### src/hgt_pkg.sv
// ----------------------------------------------------------------------------
// Height map grid triangulator package
// Shared widths, configuration register indexes and the sample descriptor
// that travels from the raster counter to the result sequencer.
// ----------------------------------------------------------------------------
`default_nettype none

package hgt_pkg;

    localparam int MAX_COLUMNS = 1024;
    localparam int MAX_ROWS    = 1024;

    localparam int GRID_W    = 11;
    localparam int SPACING_W = 24;
    localparam int HEIGHT_W  = 32;
    localparam int POS_W     = 34;
    localparam int IDX_W     = 20;
    localparam int CFG_ADDR_W = 2;
    localparam int CFG_DATA_W = 24;

    localparam int COL_W  = $clog2(MAX_COLUMNS);
    localparam int ROW_W  = $clog2(MAX_ROWS);
    localparam int COLS_W = $clog2(MAX_COLUMNS + 1);
    localparam int ROWS_W = $clog2(MAX_ROWS + 1);
    localparam int CSIZE_W = (GRID_W > COLS_W) ? GRID_W : COLS_W;
    localparam int RSIZE_W = (GRID_W > ROWS_W) ? GRID_W : ROWS_W;
    localparam int XPROD_W = (COL_W + SPACING_W > POS_W) ? COL_W + SPACING_W : POS_W;
    localparam int YPROD_W = (ROW_W + SPACING_W > POS_W) ? ROW_W + SPACING_W : POS_W;

    localparam int S_TDATA_W = 32;
    localparam int M_TDATA_W = 160;

    localparam logic [CFG_ADDR_W-1:0] CFG_GRID_COLUMNS   = 2'd0;
    localparam logic [CFG_ADDR_W-1:0] CFG_GRID_ROWS      = 2'd1;
    localparam logic [CFG_ADDR_W-1:0] CFG_COLUMN_SPACING = 2'd2;
    localparam logic [CFG_ADDR_W-1:0] CFG_ROW_SPACING    = 2'd3;

    localparam logic [GRID_W-1:0]    RST_GRID_COLUMNS   = 11'd1024;
    localparam logic [GRID_W-1:0]    RST_GRID_ROWS      = 11'd1024;
    localparam logic [SPACING_W-1:0] RST_COLUMN_SPACING = 24'd6406;
    localparam logic [SPACING_W-1:0] RST_ROW_SPACING    = 24'd12812;

    localparam logic KIND_VERTEX   = 1'b0;
    localparam logic KIND_TRIANGLE = 1'b1;

    typedef struct packed {
        logic [POS_W-1:0] pos_x;
        logic [POS_W-1:0] pos_y;
        logic [IDX_W-1:0] idx_tl;
        logic [IDX_W-1:0] idx_tr;
        logic [IDX_W-1:0] idx_bl;
        logic [IDX_W-1:0] idx_br;
        logic             on_edge;
    } t_sample;

endpackage

`default_nettype wire

### src/hgt_raster.sv
// ----------------------------------------------------------------------------
// Raster position generator
// Holds the grid registers and the column, row and vertex index counters,
// and describes the sample at the current raster position.
// ----------------------------------------------------------------------------
`default_nettype none

module hgt_raster (
    input  wire                               i_clk,
    input  wire                               i_rst_n,
    input  wire                               i_cfg_we,
    input  wire  [hgt_pkg::CFG_ADDR_W-1:0]    i_cfg_addr,
    input  wire  [hgt_pkg::CFG_DATA_W-1:0]    i_cfg_wdata,
    input  wire                               i_advance,
    output hgt_pkg::t_sample                  o_sample
);
    import hgt_pkg::*;

    logic [GRID_W-1:0]    r_grid_columns;
    logic [GRID_W-1:0]    r_grid_rows;
    logic [SPACING_W-1:0] r_column_spacing;
    logic [SPACING_W-1:0] r_row_spacing;

    logic [COL_W-1:0] r_col, n_col;
    logic [ROW_W-1:0] r_row, n_row;
    logic [IDX_W-1:0] r_vidx, n_vidx;

    logic [CSIZE_W-1:0] cols_ext;
    logic [CSIZE_W-1:0] cols_clamped;
    logic [RSIZE_W-1:0] rows_ext;
    logic [RSIZE_W-1:0] rows_clamped;
    logic [COL_W-1:0]   col_last_pos;
    logic [ROW_W-1:0]   row_last_pos;
    logic               is_last_col;
    logic               is_last_row;
    logic [XPROD_W-1:0] x_prod;
    logic [YPROD_W-1:0] y_prod;
    logic               restart;

    always_comb begin
        cols_ext = CSIZE_W'(r_grid_columns);
        rows_ext = RSIZE_W'(r_grid_rows);
        if (cols_ext < CSIZE_W'(2)) begin
            cols_clamped = CSIZE_W'(2);
        end else if (cols_ext > CSIZE_W'(MAX_COLUMNS)) begin
            cols_clamped = CSIZE_W'(MAX_COLUMNS);
        end else begin
            cols_clamped = cols_ext;
        end
        if (rows_ext < RSIZE_W'(2)) begin
            rows_clamped = RSIZE_W'(2);
        end else if (rows_ext > RSIZE_W'(MAX_ROWS)) begin
            rows_clamped = RSIZE_W'(MAX_ROWS);
        end else begin
            rows_clamped = rows_ext;
        end
        col_last_pos = COL_W'(cols_clamped - CSIZE_W'(1));
        row_last_pos = ROW_W'(rows_clamped - RSIZE_W'(1));
        is_last_col  = (r_col >= col_last_pos);
        is_last_row  = (r_row >= row_last_pos);

        x_prod = XPROD_W'(r_col) * XPROD_W'(r_column_spacing);
        y_prod = YPROD_W'(r_row) * YPROD_W'(r_row_spacing);

        o_sample.pos_x   = (x_prod > XPROD_W'({POS_W{1'b1}})) ? {POS_W{1'b1}}
                                                               : x_prod[POS_W-1:0];
        o_sample.pos_y   = (y_prod > YPROD_W'({POS_W{1'b1}})) ? {POS_W{1'b1}}
                                                               : y_prod[POS_W-1:0];
        o_sample.idx_tl  = r_vidx;
        o_sample.idx_tr  = r_vidx + IDX_W'(1);
        o_sample.idx_bl  = r_vidx + IDX_W'(cols_clamped);
        o_sample.idx_br  = r_vidx + IDX_W'(cols_clamped) + IDX_W'(1);
        o_sample.on_edge = is_last_col || is_last_row;
    end

    assign restart = i_cfg_we &&
                     ((i_cfg_addr == CFG_GRID_COLUMNS) || (i_cfg_addr == CFG_GRID_ROWS));

    always_comb begin
        n_col  = r_col;
        n_row  = r_row;
        n_vidx = r_vidx;
        if (restart) begin
            n_col  = '0;
            n_row  = '0;
            n_vidx = '0;
        end else if (i_advance) begin
            if (is_last_col) begin
                n_col = '0;
                if (is_last_row) begin
                    n_row  = '0;
                    n_vidx = '0;
                end else begin
                    n_row  = r_row + ROW_W'(1);
                    n_vidx = r_vidx + IDX_W'(1);
                end
            end else begin
                n_col  = r_col + COL_W'(1);
                n_vidx = r_vidx + IDX_W'(1);
            end
        end
    end

    always_ff @(posedge i_clk) begin
        if (!i_rst_n) begin
            r_col            <= '0;
            r_row            <= '0;
            r_vidx           <= '0;
            r_grid_columns   <= RST_GRID_COLUMNS;
            r_grid_rows      <= RST_GRID_ROWS;
            r_column_spacing <= RST_COLUMN_SPACING;
            r_row_spacing    <= RST_ROW_SPACING;
        end else begin
            r_col  <= n_col;
            r_row  <= n_row;
            r_vidx <= n_vidx;
            if (i_cfg_we) begin
                unique case (i_cfg_addr)
                    CFG_GRID_COLUMNS:   r_grid_columns   <= i_cfg_wdata[GRID_W-1:0];
                    CFG_GRID_ROWS:      r_grid_rows      <= i_cfg_wdata[GRID_W-1:0];
                    CFG_COLUMN_SPACING: r_column_spacing <= i_cfg_wdata[SPACING_W-1:0];
                    CFG_ROW_SPACING:    r_row_spacing    <= i_cfg_wdata[SPACING_W-1:0];
                    default: begin
                    end
                endcase
            end
        end
    end

    a_origin_index: assert property (@(posedge i_clk) disable iff (!i_rst_n)
        (r_col == '0 && r_row == '0) |-> (r_vidx == '0))
        else $error("vertex index is not zero at the grid origin");

endmodule

`default_nettype wire

### src/heightmap_grid_triangulator_top.sv
// ----------------------------------------------------------------------------
// Height map grid triangulator
// Turns raster-ordered height samples into a vertex result and, away from the
// last row and column, two triangle results that index the grid's vertices.
// Each sample is registered on transfer; its results then go one by one
// through the single result register, which takes one result per cycle while
// the output is not stalled, and the next sample is taken with its last one.
// Reset clears the counters, the grid registers to their defaults and all
// valid flags; a grid size write restarts the raster at the origin.
// ----------------------------------------------------------------------------
`default_nettype none

module heightmap_grid_triangulator_top (
    input  wire                                i_clk,
    input  wire                                i_rst_n,
    input  wire                                i_cfg_we,
    input  wire  [hgt_pkg::CFG_ADDR_W-1:0]     i_cfg_addr,
    input  wire  [hgt_pkg::CFG_DATA_W-1:0]     i_cfg_wdata,
    input  wire                                s_tvalid,
    output logic                               s_tready,
    input  wire  [hgt_pkg::S_TDATA_W-1:0]      s_tdata,   // height
    output logic                               m_tvalid,
    input  wire                                m_tready,
    output logic [hgt_pkg::M_TDATA_W-1:0]      m_tdata,   // pos_x, pos_y, pos_z, a, b, c
    output logic                               m_tuser,   // kind
    output logic                               m_tlast
);
    import hgt_pkg::*;

    typedef enum logic [2:0] {
        PH_VERTEX = 3'b001,
        PH_TRI_A  = 3'b010,
        PH_TRI_B  = 3'b100
    } t_phase;

    typedef struct packed {
        logic                kind;
        logic [POS_W-1:0]    pos_x;
        logic [POS_W-1:0]    pos_y;
        logic [HEIGHT_W-1:0] pos_z;
        logic [IDX_W-1:0]    corner_a;
        logic [IDX_W-1:0]    corner_b;
        logic [IDX_W-1:0]    corner_c;
        logic                last;
    } t_result;

    t_sample             sample;
    t_sample             r_smp;
    logic [HEIGHT_W-1:0] r_height;
    logic                r_item_vld;
    t_phase              r_phase, n_phase;
    t_result             r_out, n_out;
    logic                r_out_vld;
    logic                out_free;
    logic                emit;
    logic                item_done;
    logic                s_accept;

    hgt_raster u_raster (
        .i_clk       (i_clk),
        .i_rst_n     (i_rst_n),
        .i_cfg_we    (i_cfg_we),
        .i_cfg_addr  (i_cfg_addr),
        .i_cfg_wdata (i_cfg_wdata),
        .i_advance   (s_accept),
        .o_sample    (sample)
    );

    assign out_free  = !r_out_vld || m_tready;
    assign emit      = r_item_vld && out_free;
    assign item_done = emit && ((r_phase == PH_TRI_B) ||
                                ((r_phase == PH_VERTEX) && r_smp.on_edge));
    assign s_tready  = !r_item_vld || item_done;
    assign s_accept  = s_tvalid && s_tready;

    always_comb begin
        n_out   = '0;
        n_phase = r_phase;
        unique case (r_phase)
            PH_VERTEX: begin
                n_out.kind  = KIND_VERTEX;
                n_out.pos_x = r_smp.pos_x;
                n_out.pos_y = r_smp.pos_y;
                n_out.pos_z = r_height;
                n_out.last  = r_smp.on_edge;
                n_phase     = PH_TRI_A;
            end
            PH_TRI_A: begin
                n_out.kind     = KIND_TRIANGLE;
                n_out.corner_a = r_smp.idx_tl;
                n_out.corner_b = r_smp.idx_tr;
                n_out.corner_c = r_smp.idx_bl;
                n_phase        = PH_TRI_B;
            end
            PH_TRI_B: begin
                n_out.kind     = KIND_TRIANGLE;
                n_out.corner_a = r_smp.idx_tr;
                n_out.corner_b = r_smp.idx_br;
                n_out.corner_c = r_smp.idx_bl;
                n_out.last     = 1'b1;
                n_phase        = PH_VERTEX;
            end
            default: begin
                n_phase = PH_VERTEX;
            end
        endcase
    end

    always_ff @(posedge i_clk) begin
        if (!i_rst_n) begin
            r_item_vld <= 1'b0;
            r_phase    <= PH_VERTEX;
            r_out_vld  <= 1'b0;
        end else begin
            if (s_accept) begin
                r_item_vld <= 1'b1;
                r_phase    <= PH_VERTEX;
            end else if (item_done) begin
                r_item_vld <= 1'b0;
                r_phase    <= PH_VERTEX;
            end else if (emit) begin
                r_phase <= n_phase;
            end
            if (emit) begin
                r_out_vld <= 1'b1;
            end else if (m_tready) begin
                r_out_vld <= 1'b0;
            end
        end
    end

    always_ff @(posedge i_clk) begin
        if (s_accept) begin
            r_smp    <= sample;
            r_height <= s_tdata[HEIGHT_W-1:0];
        end
        if (emit) begin
            r_out <= n_out;
        end
    end

    assign m_tvalid = r_out_vld;
    assign m_tuser  = r_out.kind;
    assign m_tlast  = r_out.last;
    assign m_tdata  = {r_out.corner_c, r_out.corner_b, r_out.corner_a,
                       r_out.pos_z, r_out.pos_y, r_out.pos_x};

    a_item_held: assert property (@(posedge i_clk) disable iff (!i_rst_n)
        (r_item_vld && !item_done) |=> r_item_vld)
        else $error("sample dropped before all its results were sent");

    a_edge_no_tri: assert property (@(posedge i_clk) disable iff (!i_rst_n)
        (r_item_vld && r_phase != PH_VERTEX) |-> !r_smp.on_edge)
        else $error("triangle phase reached for an edge sample");

    a_tri_zero_pos: assert property (@(posedge i_clk) disable iff (!i_rst_n)
        (r_out_vld && r_out.kind == KIND_TRIANGLE) |->
        (r_out.pos_x == '0 && r_out.pos_y == '0 && r_out.pos_z == '0))
        else $error("triangle result carries coordinates");

    a_vertex_zero_idx: assert property (@(posedge i_clk) disable iff (!i_rst_n)
        (r_out_vld && r_out.kind == KIND_VERTEX) |->
        (r_out.corner_a == '0 && r_out.corner_b == '0 && r_out.corner_c == '0))
        else $error("vertex result carries corner indexes");

endmodule

`default_nettype wire
### config.mk
export PLATFORM = sky130hd
export DESIGN_NAME = heightmap_grid_triangulator_top
export DESIGN_NICKNAME = d
export VERILOG_FILES = /design/src/hgt_pkg.sv /design/src/hgt_raster.sv /design/src/heightmap_grid_triangulator_top.sv
export SDC_FILE = /design/constraint.sdc
export NUM_CORES = 2
export LEC_CHECK = 0
export BUFFER_PORTS_ARGS = -buffer_cell sky130_fd_sc_hd__buf_2
export CORE_ASPECT_RATIO = 1.4
export CORE_UTILIZATION = 56
export DETAILED_ROUTE_END_ITERATION = 8
export PLACE_DENSITY = 0.78
export SETUP_SLACK_MARGIN = 0.5
export SKIP_CTS_REPAIR_TIMING = 1
export SYNTH_ARGS = -nofsm -noshare
export SYNTH_HDL_FRONTEND = slang
export SYNTH_SLANG_ARGS = --single-unit
### constraint.sdc
create_clock -name i_clk -period 11.25 [get_ports i_clk]
set_clock_uncertainty 0.15 [all_clocks]
set_input_delay 1.125 -clock i_clk [delete_from_list [all_inputs] [get_ports i_clk]]
set_output_delay 1.125 -clock i_clk [all_outputs]
set_load 0.05 [all_outputs]
==> impl_metrics.yaml <==
sta:
  tightestPinTransition_ns: 1.23
  rsz0062_at_grt: "no"
  hold_violations: 0
  setup-tns-final_ns: 0
  min_period_ns: 7.05
  relSlewSlack_pct: 18.0
  setup_viol: 0
  finalMaxSlewViolations: 0
  fin_crit_sh_pct: 62.7
  fmax_mhz: 142
detailed_routing:
  ant_nets: 0
  drc: 0
  drt-total-wl_um: 73000
  wire_per_inst_um: 18.1
  first_pass_iters: 5
  vias_per_cell: 5.55
  vias: 22368
  drt_iter0_drc: 1408
synth:
  yosys.area.top_type_share_pct: 31.0
  async_flop_share_pct: 0
  syn_nets: 3716
  ys_types: 77
  synth.avg_cell_area_um2: 10.6
  yosysTopAreaCell: "edfxtp_1"
  ys_ff_latch: 458
  ys_dominant_reg_cell: "edfxtp_1"
  synth_edf_count: 343
  synth.most_common_cell: "nand2_1"
  ys_seq_area_share_pct: 37.9
  synth_area_um2: 33200
  netlist_instances: 3129
  synthTopCellsByArea: "edfxtp_1 31%, fa_1 21%, dfxtp_1 6.9%"
  synthTopCellsByCount: "418 x nand2_1, 372 x inv_1, 353 x and2_1"
  ys_warn_count: 0
worst_setup_path:
  slowest_delay_ns: 1.08
  cp_top_family: "adder cells"
  crit_type: "flip-flop to flip-flop"
  cp_num_buf_inv: 5
  path_cells: "nand2_1 -> fa_1 -> inv_1 -> fa_1 -> inv_1 -> fa_1 -> inv_1 -> fa_1 -> inv_1 -> fa_1 -> inv_1 -> ha_1 -> a211oi_1 -> nor2_1 -> o311ai_1 -> nand4_1 -> a21oi_1 -> a211oi_1 -> o31ai_1 -> a211o_1 -> o21ai_1 -> xor2_1"
  critPathLaunch: "u_raster.r_col[1]"
  worst_setup_path_start_kind: "flip-flop"
  worstSetupEndpointType: "flip-flop"
  reg2reg_from: "u_raster.r_col[1]"
  critPathSlowestCell: "dfxtp_1"
  critPathMaxFanout: 28
  crit_required_ns: 11.44
  worstPathArrival_ns: 7.25
placed_design:
  gp_congestion: 0.889
  io_buffer_count: 226
  dpl.hpwl_um: 53100
floorplan:
  start_util_pct: 56.7
  row_count: 105
  core-area_um2: 58600
  dieArea_um2: 60300
  die_w_um: 208
  io_pins: 227
  die_y_um: 290
clock_network:
  htreeDepth: 2
  cts_made_buffers: 45
  clockRootBuffer: "clkbuf_16"
  worstSkewPairLatency_ns: 0.60
  clockBufferDepth: 3
  clk_pin_slew_ns: 0.06
  cts_tree: "yes"
  cts.sinks: 458
worst_hold_path:
  min_from: "r_item_vld"
  hold_path_class: "flip-flop to flip-flop"
power_and_ir_drop:
  pwr-share-comb_pct: 9.2
  pwr-share-seq_pct: 50.9
  p_leak_uw: 0.0169
  power.share.switching_pct: 25.8
  p_per_area_nw_per_um2: 106
  p_sw_uw: 998
  ir_worst_vdd_uv: 111
  p_int_uw: 2860
  pwr-share-clk_pct: 39.9
finish:
  finalCoreUtilization_pct: 62.0
  nets: 3835
  area_delta_synth_final_pct: 9.33
  drive_gt1_share_pct: 10.4
global_route:
  grt_pass1_vias: 23335
  gr-total-overflow: 0
  groute.usage.overall_pct: 25.1
  grt_pass1_wl_um: 121000
  antenna_found_initial: 3
  grt_start_max_net_pins: 122
outcome:
  status: "complete, no violations"
job:
  drv_cap: 0
-- cell usage in the layout (no fill, tap or decap), types with 88 or more instances in the layout --
| cell | n |
|---|---|
| inv_1 | 371 |
| edfxtp_1 | 343 |
| fa_1 | 349 |
| nor2_1 | 88 |
| and2_1 | 353 |
| a21oi_1 | 92 |
| ha_1 | 175 |
| dfxtp_1 | 115 |
| buf_2 | 226 |
| nand2_1 | 418 |
-- cell type report --
| class | count | area [um2] |
|---|---|---|
| flip-flops and latches | 458 | 12600 |
| repair buffers | 245 | 1270 |
| clock buffers | 54 | 1230 |
| fillers | 4782 | 22300 |
| well taps | 749 | 937 |
| inverters | 373 | 1410 |
| clock inverters | 28 | 284 |
| multi-input cells | 2125 | 18600 |
| diodes | 1 | 2.50 |
-- metal layers --
layer / wire [um] / vias to the layer above / part of all wire (%) / track usage, %
li1: - / 10400 / - / -
met1: 29100 / 11119 / 40 / 31.7
met2: 37600 / 699 / 51 / 44.4
met3: 4180 / 144 / 5.7 / 3.46
met4: 2110 / 6 / 2.9 / 8.26
met5: 40 / - / 0.055 / 0
-- worst reg2reg max path, stage by stage, from the launching register on --
cell      delay, ns
dfxtp_1        1.08
nand2_1        0.19
fa_1           0.52
inv_1          0.05
fa_1           0.50
inv_1          0.05
fa_1           0.47
inv_1          0.05
fa_1           0.53
inv_1          0.05
fa_1           0.52
inv_1          0.04
ha_1           0.22
a211oi_1       0.24
nor2_1         0.11
o311ai_1       0.26
nand4_1        0.17
a21oi_1        0.44
a211oi_1       0.25
o31ai_1        0.41
a211o_1        0.25
o21ai_1        0.08
xor2_1         0.15
-- flip-flops by register name, indices dropped and copies added (netlist names) --
name                       flops
m_tdata                      160
r_height                      32
r_smp                        149
u_raster.r_grid_rows          11
u_raster.r_row_spacing        24
m_tvalid                       1
m_tlast                        1
u_raster.cols_ext             11
m_tuser                        1
u_raster.r_column_spacing     24
r_item_vld                     1
u_raster.r_row                10
r_phase                        3
u_raster.r_col                10
u_raster.r_vidx               20
-- metrics by stage --
step	hold slack, ns	setup WS (ns)	total power (uW)	cells	area (um2)
floorplan	0.256	2.38	2260	3129	33200
global placement	0.310	4.40	2360	3950	34800
detailed placement	0.328	4.31	2360	3950	34800
CTS	0.337	4.27	3910	4032	36300
global route	0.379	3.66	4000	4032	36300
finish	0.337	4.20	3860	4033	36300
-- power groups by stage --
stage / Clock, uW / Sequential [uW] / Combinational, uW
3_3_place_gp: 0 / 2000 / 355
5_1_grt: 1650 / 1970 / 381
4_1_cts: 1580 / 1970 / 360
3_5_place_dp: 0 / 2000 / 359
6_report: 1540 / 1970 / 355
2_1_floorplan: 0 / 2120 / 138
-- path summary, 6_finish.rpt --
kind,endpoint,depth (start not counted),slack (ns)
min,m_tvalid,2,0.34
max reg2reg,r_smp[147],22,4.20
min reg2reg,m_tvalid,2,0.34
max,r_smp[147],22,4.20
-- cell families after synthesis --
logic type | count (synthesis) | synth area share (%)
simple gates | 1090 | 16.7
mux | 24 | 0.727
buf+inv | 546 | 6.19
fa+ha+maj | 524 | 27.6
compound gates | 354 | 7.36
flops | 458 | 37.9
xor+xnor | 133 | 3.53
Power figures use the tool's default switching activity.
